$ cat src/rtl/qsm3_pkg.sv
// ----------------------------------------------------------------------------
// qsm3_pkg
// Shared types for the median-of-three quicksort unit: controller states,
// datapath operations and the command / status bundles between them.
// ----------------------------------------------------------------------------
`default_nettype none

package qsm3_pkg;

    typedef enum logic [4:0] {
        ST_LOAD,
        ST_SORT_INIT,
        ST_POP,
        ST_POP_WAIT,
        ST_MED_RD,
        ST_MED_RD2,
        ST_MED_SEL,
        ST_SWAP_HI,
        ST_SCAN_RD,
        ST_SCAN_EV,
        ST_SCAN_W2,
        ST_FIN_RD,
        ST_FIN_W1,
        ST_FIN_W2,
        ST_PUSH_L,
        ST_PUSH_R,
        ST_EMIT_RD,
        ST_EMIT_LD
    } qsm3_state_t;

    typedef enum logic [4:0] {
        OP_LOAD,
        OP_SORT_INIT,
        OP_POP,
        OP_POP_WAIT,
        OP_MED_RD,
        OP_MED_RD2,
        OP_MED_SEL,
        OP_SWAP_HI,
        OP_SCAN_RD,
        OP_SCAN_EV,
        OP_SCAN_W2,
        OP_FIN_RD,
        OP_FIN_W1,
        OP_FIN_W2,
        OP_PUSH_L,
        OP_PUSH_R,
        OP_EMIT_RD,
        OP_EMIT_LD
    } qsm3_op_t;

    typedef struct packed {
        qsm3_op_t op;
    } qsm3_cmd_t;

    typedef struct packed {
        logic in_last_fire;
        logic less;
        logic lo_eq_hi;
        logic i_last;
        logic sp_zero;
        logic push_r_ok;
        logic emit_last;
        logic out_free;
    } qsm3_status_t;

endpackage

`default_nettype wire

$ cat src/rtl/qsm3_ctrl.sv
// ----------------------------------------------------------------------------
// qsm3_ctrl
// Sequencer for load, range pop, median pick, Lomuto partition, range push
// and result emission.
// ----------------------------------------------------------------------------
`default_nettype none

module qsm3_ctrl (
    input  wire                   clk,
    input  wire                   rst_n,
    input  qsm3_pkg::qsm3_status_t status,
    output qsm3_pkg::qsm3_cmd_t    cmd
);

    qsm3_pkg::qsm3_state_t state_reg;
    qsm3_pkg::qsm3_state_t state_next;

    always_ff @(posedge clk or negedge rst_n)
    begin
        if (!rst_n)
        begin
            state_reg <= qsm3_pkg::ST_LOAD;
        end
        else
        begin
            state_reg <= state_next;
        end
    end

    always_comb
    begin
        state_next = state_reg;
        case (state_reg)
            qsm3_pkg::ST_LOAD:
            begin
                if (status.in_last_fire)
                begin
                    state_next = qsm3_pkg::ST_SORT_INIT;
                end
            end
            qsm3_pkg::ST_SORT_INIT: state_next = qsm3_pkg::ST_POP;
            qsm3_pkg::ST_POP:       state_next = qsm3_pkg::ST_POP_WAIT;
            qsm3_pkg::ST_POP_WAIT:  state_next = qsm3_pkg::ST_MED_RD;
            qsm3_pkg::ST_MED_RD:    state_next = qsm3_pkg::ST_MED_RD2;
            qsm3_pkg::ST_MED_RD2:   state_next = qsm3_pkg::ST_MED_SEL;
            qsm3_pkg::ST_MED_SEL:   state_next = qsm3_pkg::ST_SWAP_HI;
            qsm3_pkg::ST_SWAP_HI:
            begin
                state_next = status.lo_eq_hi ? qsm3_pkg::ST_FIN_RD : qsm3_pkg::ST_SCAN_RD;
            end
            qsm3_pkg::ST_SCAN_RD:   state_next = qsm3_pkg::ST_SCAN_EV;
            qsm3_pkg::ST_SCAN_EV:
            begin
                if (status.less)
                begin
                    state_next = qsm3_pkg::ST_SCAN_W2;
                end
                else
                begin
                    state_next = status.i_last ? qsm3_pkg::ST_FIN_RD : qsm3_pkg::ST_SCAN_RD;
                end
            end
            qsm3_pkg::ST_SCAN_W2:
            begin
                state_next = status.i_last ? qsm3_pkg::ST_FIN_RD : qsm3_pkg::ST_SCAN_RD;
            end
            qsm3_pkg::ST_FIN_RD:    state_next = qsm3_pkg::ST_FIN_W1;
            qsm3_pkg::ST_FIN_W1:    state_next = qsm3_pkg::ST_FIN_W2;
            qsm3_pkg::ST_FIN_W2:    state_next = qsm3_pkg::ST_PUSH_L;
            qsm3_pkg::ST_PUSH_L:    state_next = qsm3_pkg::ST_PUSH_R;
            qsm3_pkg::ST_PUSH_R:
            begin
                if (status.sp_zero && !status.push_r_ok)
                begin
                    state_next = qsm3_pkg::ST_EMIT_RD;
                end
                else
                begin
                    state_next = qsm3_pkg::ST_POP;
                end
            end
            qsm3_pkg::ST_EMIT_RD:   state_next = qsm3_pkg::ST_EMIT_LD;
            qsm3_pkg::ST_EMIT_LD:
            begin
                if (status.out_free)
                begin
                    state_next = status.emit_last ? qsm3_pkg::ST_LOAD : qsm3_pkg::ST_EMIT_RD;
                end
            end
            default:                state_next = qsm3_pkg::ST_LOAD;
        endcase
    end

    always_comb
    begin
        case (state_reg)
            qsm3_pkg::ST_LOAD:      cmd.op = qsm3_pkg::OP_LOAD;
            qsm3_pkg::ST_SORT_INIT: cmd.op = qsm3_pkg::OP_SORT_INIT;
            qsm3_pkg::ST_POP:       cmd.op = qsm3_pkg::OP_POP;
            qsm3_pkg::ST_POP_WAIT:  cmd.op = qsm3_pkg::OP_POP_WAIT;
            qsm3_pkg::ST_MED_RD:    cmd.op = qsm3_pkg::OP_MED_RD;
            qsm3_pkg::ST_MED_RD2:   cmd.op = qsm3_pkg::OP_MED_RD2;
            qsm3_pkg::ST_MED_SEL:   cmd.op = qsm3_pkg::OP_MED_SEL;
            qsm3_pkg::ST_SWAP_HI:   cmd.op = qsm3_pkg::OP_SWAP_HI;
            qsm3_pkg::ST_SCAN_RD:   cmd.op = qsm3_pkg::OP_SCAN_RD;
            qsm3_pkg::ST_SCAN_EV:   cmd.op = qsm3_pkg::OP_SCAN_EV;
            qsm3_pkg::ST_SCAN_W2:   cmd.op = qsm3_pkg::OP_SCAN_W2;
            qsm3_pkg::ST_FIN_RD:    cmd.op = qsm3_pkg::OP_FIN_RD;
            qsm3_pkg::ST_FIN_W1:    cmd.op = qsm3_pkg::OP_FIN_W1;
            qsm3_pkg::ST_FIN_W2:    cmd.op = qsm3_pkg::OP_FIN_W2;
            qsm3_pkg::ST_PUSH_L:    cmd.op = qsm3_pkg::OP_PUSH_L;
            qsm3_pkg::ST_PUSH_R:    cmd.op = qsm3_pkg::OP_PUSH_R;
            qsm3_pkg::ST_EMIT_RD:   cmd.op = qsm3_pkg::OP_EMIT_RD;
            qsm3_pkg::ST_EMIT_LD:   cmd.op = qsm3_pkg::OP_EMIT_LD;
            default:                cmd.op = qsm3_pkg::OP_LOAD;
        endcase
    end

endmodule

`default_nettype wire

$ cat config.mk
export PLATFORM = sky130hd
export DESIGN_NAME = qsm3_ctrl
export DESIGN_NICKNAME = d
export VERILOG_FILES = /design/src/rtl/qsm3_pkg.sv /design/src/rtl/qsm3_ctrl.sv
export SDC_FILE = /design/constraint.sdc
export NUM_CORES = 1
export LEC_CHECK = 0
export BUFFER_PORTS_ARGS = -buffer_cell sky130_fd_sc_hd__buf_4
export CORE_AREA = 8 8 45 47
export DETAILED_ROUTE_END_ITERATION = 6
export DIE_AREA = 0 0 53 55
export GPL_ROUTABILITY_DRIVEN = 0
export GPL_TIMING_DRIVEN = 1
export MAX_ROUTING_LAYER = met4
export PLACE_DENSITY_LB_ADDON = 0.15
export SLEW_MARGIN = 5
export SYNTH_ARGS = -nofsm -noshare
export SYNTH_HDL_FRONTEND = slang
export SYNTH_SLANG_ARGS = --single-unit
$ cat constraint.sdc
create_clock -name clk -period 1.16 [get_ports clk]
set_input_delay 0.232 -clock clk [delete_from_list [all_inputs] [get_ports clk]]
set_output_delay 0.232 -clock clk [all_outputs]
set_load 0.05 [all_outputs]
Yosys cells after proc, flatten, opt, wreduce, memory -nomap -nowiden --
Memories as Yosys holds them, arrays and structs flattened. Index checks and enable logic that the tools add are counted.
Cells by class: equal/unequal tests 19, muxes and demuxes 8, reductions and logical operators 4
Operator list (number):
- one-hot mux 5 bit (18 select lines) | 1
- == test 5 x 4 -> 1 bit, second input constant | 8
- == test 5 x 3 -> 1 bit, second input constant | 4
- 2-to-1 mux 5 bit | 4
- == test 5 x 2 -> 1 bit, second input constant | 2
- == test 5 bit, second input constant | 2
- 2-to-1 mux 2 bit | 3
- == test 5 x 1 -> 1 bit, second input constant | 1
- zero test 5 bit | 1
- inequality test 2 bit, second input constant | 2
- AND reduction 2 bit | 1
- logical AND 1 bit | 1
- zero test 1 bit | 1
Storage, ports and cells: register bits after elaboration 5, bits in read-only memories 160, memories 1
Memory list:
- (no name shown) | words 32, width 5, rd ports 1, clocked after Yosys merged registers in 0, wr ports 0, line qsm3_ctrl.sv:96 | case (state_reg)

Longest topological paths before layout --
depth in word-level cells 4, gate-level depth with buffers 5, mapped depth without buffers 4

Worst setup path after synthesis --
Ideal clock, no wire load.
path kind register to output, from reg state_reg[2], to out cmd[2] in the netlist's numbering, arrival 1.228 ns, required time 0.928 ns, setup slack -0.300 ns, stages on the path, launching flop included 3, path buffers 1, cells stage by stage dfrtp_1 buf_2 nor2b_1
RTL lines:
- start: declaration | line qsm3_ctrl.sv:15 | qsm3_pkg::qsm3_state_t state_reg;
- start signal: assignment | line qsm3_ctrl.sv:22 | state_reg <= qsm3_pkg::ST_LOAD;
- start signal: assignment | line qsm3_ctrl.sv:26 | state_reg <= state_next;
- end: declaration | line qsm3_ctrl.sv:12 | output qsm3_pkg::qsm3_cmd_t cmd

==> impl_results.md <==
- Status: finished with violations
- Failing checks: setup timing
- Worst Skew: roughly 0.0061 ns
- Hold EP: state_reg[1]$_DFFE_PN0P_
- CP max FO: 4
- DP Cell Count: 83
- Share of cells above drive strength 1: between 50% and 60%
- Drt drc: 0
- Post-synthesis compound-gate area fraction: about a fifth
- CTS Buf Count: 3
- Synth Cell Area: about 380 um2
- Initial antenna violation count: 0
- Max FFs per register: 5
- Async SR Flop Fraction: 100%
- Synth unique cells: 27
- Leak Pwr: around 0.35 nW
- Vert. Die Dim: between 50 and 60 um
- FF-to-FF path depth: 5
- Design area: roughly 740 um2
- Worst r2r dst: state_reg[4]$_DFFE_PN0P_
- Synth Flop Type: dfrtp_1
- Vias in the first global route: between 400 and 500
- Clock root cell: clkbuf_4
- Wire per inst: 13.7 um
- Achievable Freq: between 600 and 700 MHz
- R2r startpoint: state_reg[3]$_DFFE_PN0P_
- Arrival time at the worst endpoint: about 1.2 ns
- Flop pwr share: 17.4%
- Seq cells post-synth: 5
- Post-route minimum period: around 1.4 ns
- Drt pass-1 iters: 4
- Clock latency on the worst-skew pair: roughly 0.24 ns
- Overflow after GRT: 0
- Power, Total: ~2.2 mW
- Critical Path End Type: output pin
- CTS tree: built
- Final worst slack: -0.287 ns
- Clock-pin slew on the worst setup and hold paths: ~0.05 ns
- Placed Instance Area: around 560 um2
- CP startpoint kind: flip-flop
- I/O Pins: 15
- # clock sinks: 5
- Pint: 1.21 mW
- VDD IR-drop max: approximately 1.2 mV
- DR iter-0 viols: 13
- # fillers: between 100 and 150
- Seq/Total Area, Yosys: 32.9%
- PwrDens: 2990 mW/mm2
- Max clock buf depth: 2
- Req. time, crit path: about 0.93 ns
- Worst slew pin tran: between 0.3 and 0.4 ns
- Number of vias per cell: 4.81
- Mapped Cells: 47
- Core area: approximately 0.0014 mm2
- CP Class: flip-flop to output pin
- Routed vias: about 460
- Unrepaired setup endpoints after global routing: true
- Max-slew violation count: 0
- Initial Utilization: between 20 and 30%
- Die area: around 0.003 mm2
- Synth Warn #: 0
- Mux cell area share after synthesis: 0%
- Final ANT Viol Nets: 0
- Max-cap violations: 0
- GRT Overall Usage: a little over a tenth
- Clock power share: under 10%
- Post-Layout Cell Count: 95
- Synth Area in XOR/XNOR: approximately 4.6%
- CTS H-Tree Depth: 1
- Hold depth: 3
- Total Nets Final: 90
- Synthesized-area fraction occupied by adder cells: 0%
- Port Buffers: 14
- Slew headroom: 77.7%
- Hold Crit Class: input port to flip-flop
- Sw Ratio: around 45%
- Final hold vios: 0
- ANT cells: 0
- Final setup viols: 8
- Die Width: approximately 53 um
- Pin count of the biggest net entering global routing: 9
- Flop2flop setup slack: -0.14 ns
- Post-Synth Simple-Gate Area: ~32%
- Post-DP HPWL: around 930 um
- Post-synth EDFFs: 0
- Post-synth net total: 57
- Comb power frac: 73.3%
- First-pass GRT wire length: around 2.1 mm
- Syn avg cell area: roughly 8.1 um2
- Area growth from synthesis to layout: 94.1%
- Worst setup path startpoint: state_reg[2]$_DFFE_PN0P_
- Hold WS: 0.233 ns
- Tcrit/Tclk final: 125%
- Net Sw Power: approximately 1 mW
- Largest family of logic cells by synthesized area: simple AND/OR/NAND/NOR gates
- Hold Path Origin: status[6]
- Routed WL: 1.30 mm
- Row count: 14
==> critical path, cell delays in order, from the launching register on <==
cell     delay [ns]
dfrtp_1        0.42
o31ai_2        0.25
and2_4         0.17
buf_8          0.14
==> power by group through the flow <==
stage | Clock, mW | Sequential [mW] | Combinational [mW]
4_1_cts | 0.215 | 0.366 | 1.54
2_1_floorplan | 0 | 0.300 | 0.880
3_3_place_gp | 0 | 0.374 | 1.21
6_report | 0.205 | 0.385 | 1.62
5_1_grt | 0.227 | 0.392 | 1.74
3_5_place_dp | 0 | 0.373 | 1.22
==> final cells by class <==
type | count | area, um2 | area share, %
flip-flops and latches | 5 | 126 | 17.1
repair buffers | 32 | 288 | 39.0
multi-input cells | 35 | 267 | 36.1
clock buffers | 4 | 26.3 | 3.56
inverters | 3 | 11.3 | 1.53
well taps | 16 | 20.0 | 2.71
==> repair_timing <==
| item | in CTS | in global routing |
|---|---|---|
| pin swaps | 5 | 3 |
| hold buffers | 1 | 0 |
| endpoints found under the hold margin | 5 | 0 |
| resized for setup | 18 | 4 |
| setup buffers | 6 | 2 |
| endpoints found under the setup margin | 8 | 9 |
==> metrics by stage <==
| step | setup TNS (ns) | worst slack, ns | util [%] |
|---|---|---|---|
| 3_5_place_dp | -0.390 | -0.131 | 40.7 |
| 2_1_floorplan | -0.248 | -0.151 | - |
| 5_1_grt | -1.76 | -0.357 | 53.3 |
| 4_1_cts | -1.20 | -0.299 | 51.7 |
| 3_3_place_gp | -0.544 | -0.195 | 40.7 |
| 6_report | -1.34 | -0.287 | 53.3 |
==> worst max-delay path by stage <==
| stage | end |
|---|---|
| global placement | state_reg[0]$_DFFE_PN0P_ |
| global route | cmd[0] |
| CTS | cmd[0] |
| floorplan | state_reg[0]$_DFFE_PN0P_ |
| detailed placement | state_reg[0]$_DFFE_PN0P_ |
| finish | cmd[0] |
==> metal layers <==
| layer | GRT usage (%) | wire [um] | up-vias |
|---|---|---|---|
| met5 | - | 0 | - |
| met4 | 9.05 | 15 | 0 |
| met1 | 10.6 | 556 | 214 |
| met3 | 1.60 | 24 | 2 |
| li1 | - | - | 231 |
| met2 | 17.4 | 704 | 10 |
==> cells in the final DEF (no fill, tap or decap), drive strengths merged <==
| cell | n |
|---|---|
| buf | 31 |
| nand2 | 6 |
| dfrtp | 5 |
| clkbuf | 4 |
| o21ai | 4 |
| nor2 | 4 |
| nand3 | 3 |
| inv | 3 |
| nor2b | 2 |
| a21oi | 2 |
| o31ai | 1 |
| and2 | 1 |
| and3 | 1 |
| nor4 | 1 |
| and4 | 1 |
| nor4b | 1 |
| o22ai | 1 |
| a311o | 1 |
| o22a | 1 |
| nand3b | 1 |
| o2111ai | 1 |
| or3 | 1 |
| xnor2 | 1 |
| xor2 | 1 |
| dlygate4sd3 | 1 |
==> Yosys cell counts, types with 2 or more instances <==
master	count	area share [%]
nor2_1	4	3.9
dfrtp_1	5	33
inv_1	2	2.0
o21ai_0	3	3.9
nand3_1	3	3.9
buf_2	3	3.9
a21oi_1	2	2.6
nand2_1	6	5.9
==> cells by family (layout without fill, tap and decap cells) <==
group                  Yosys count  after routing
AND/OR/NAND/NOR                 22             22
AO/OA/AOI/OAI                   11             11
buffers and inverters            7             39
flip-flops                       5              5
XOR/XNOR                         2              2
Power figures use the tool's default switching activity.
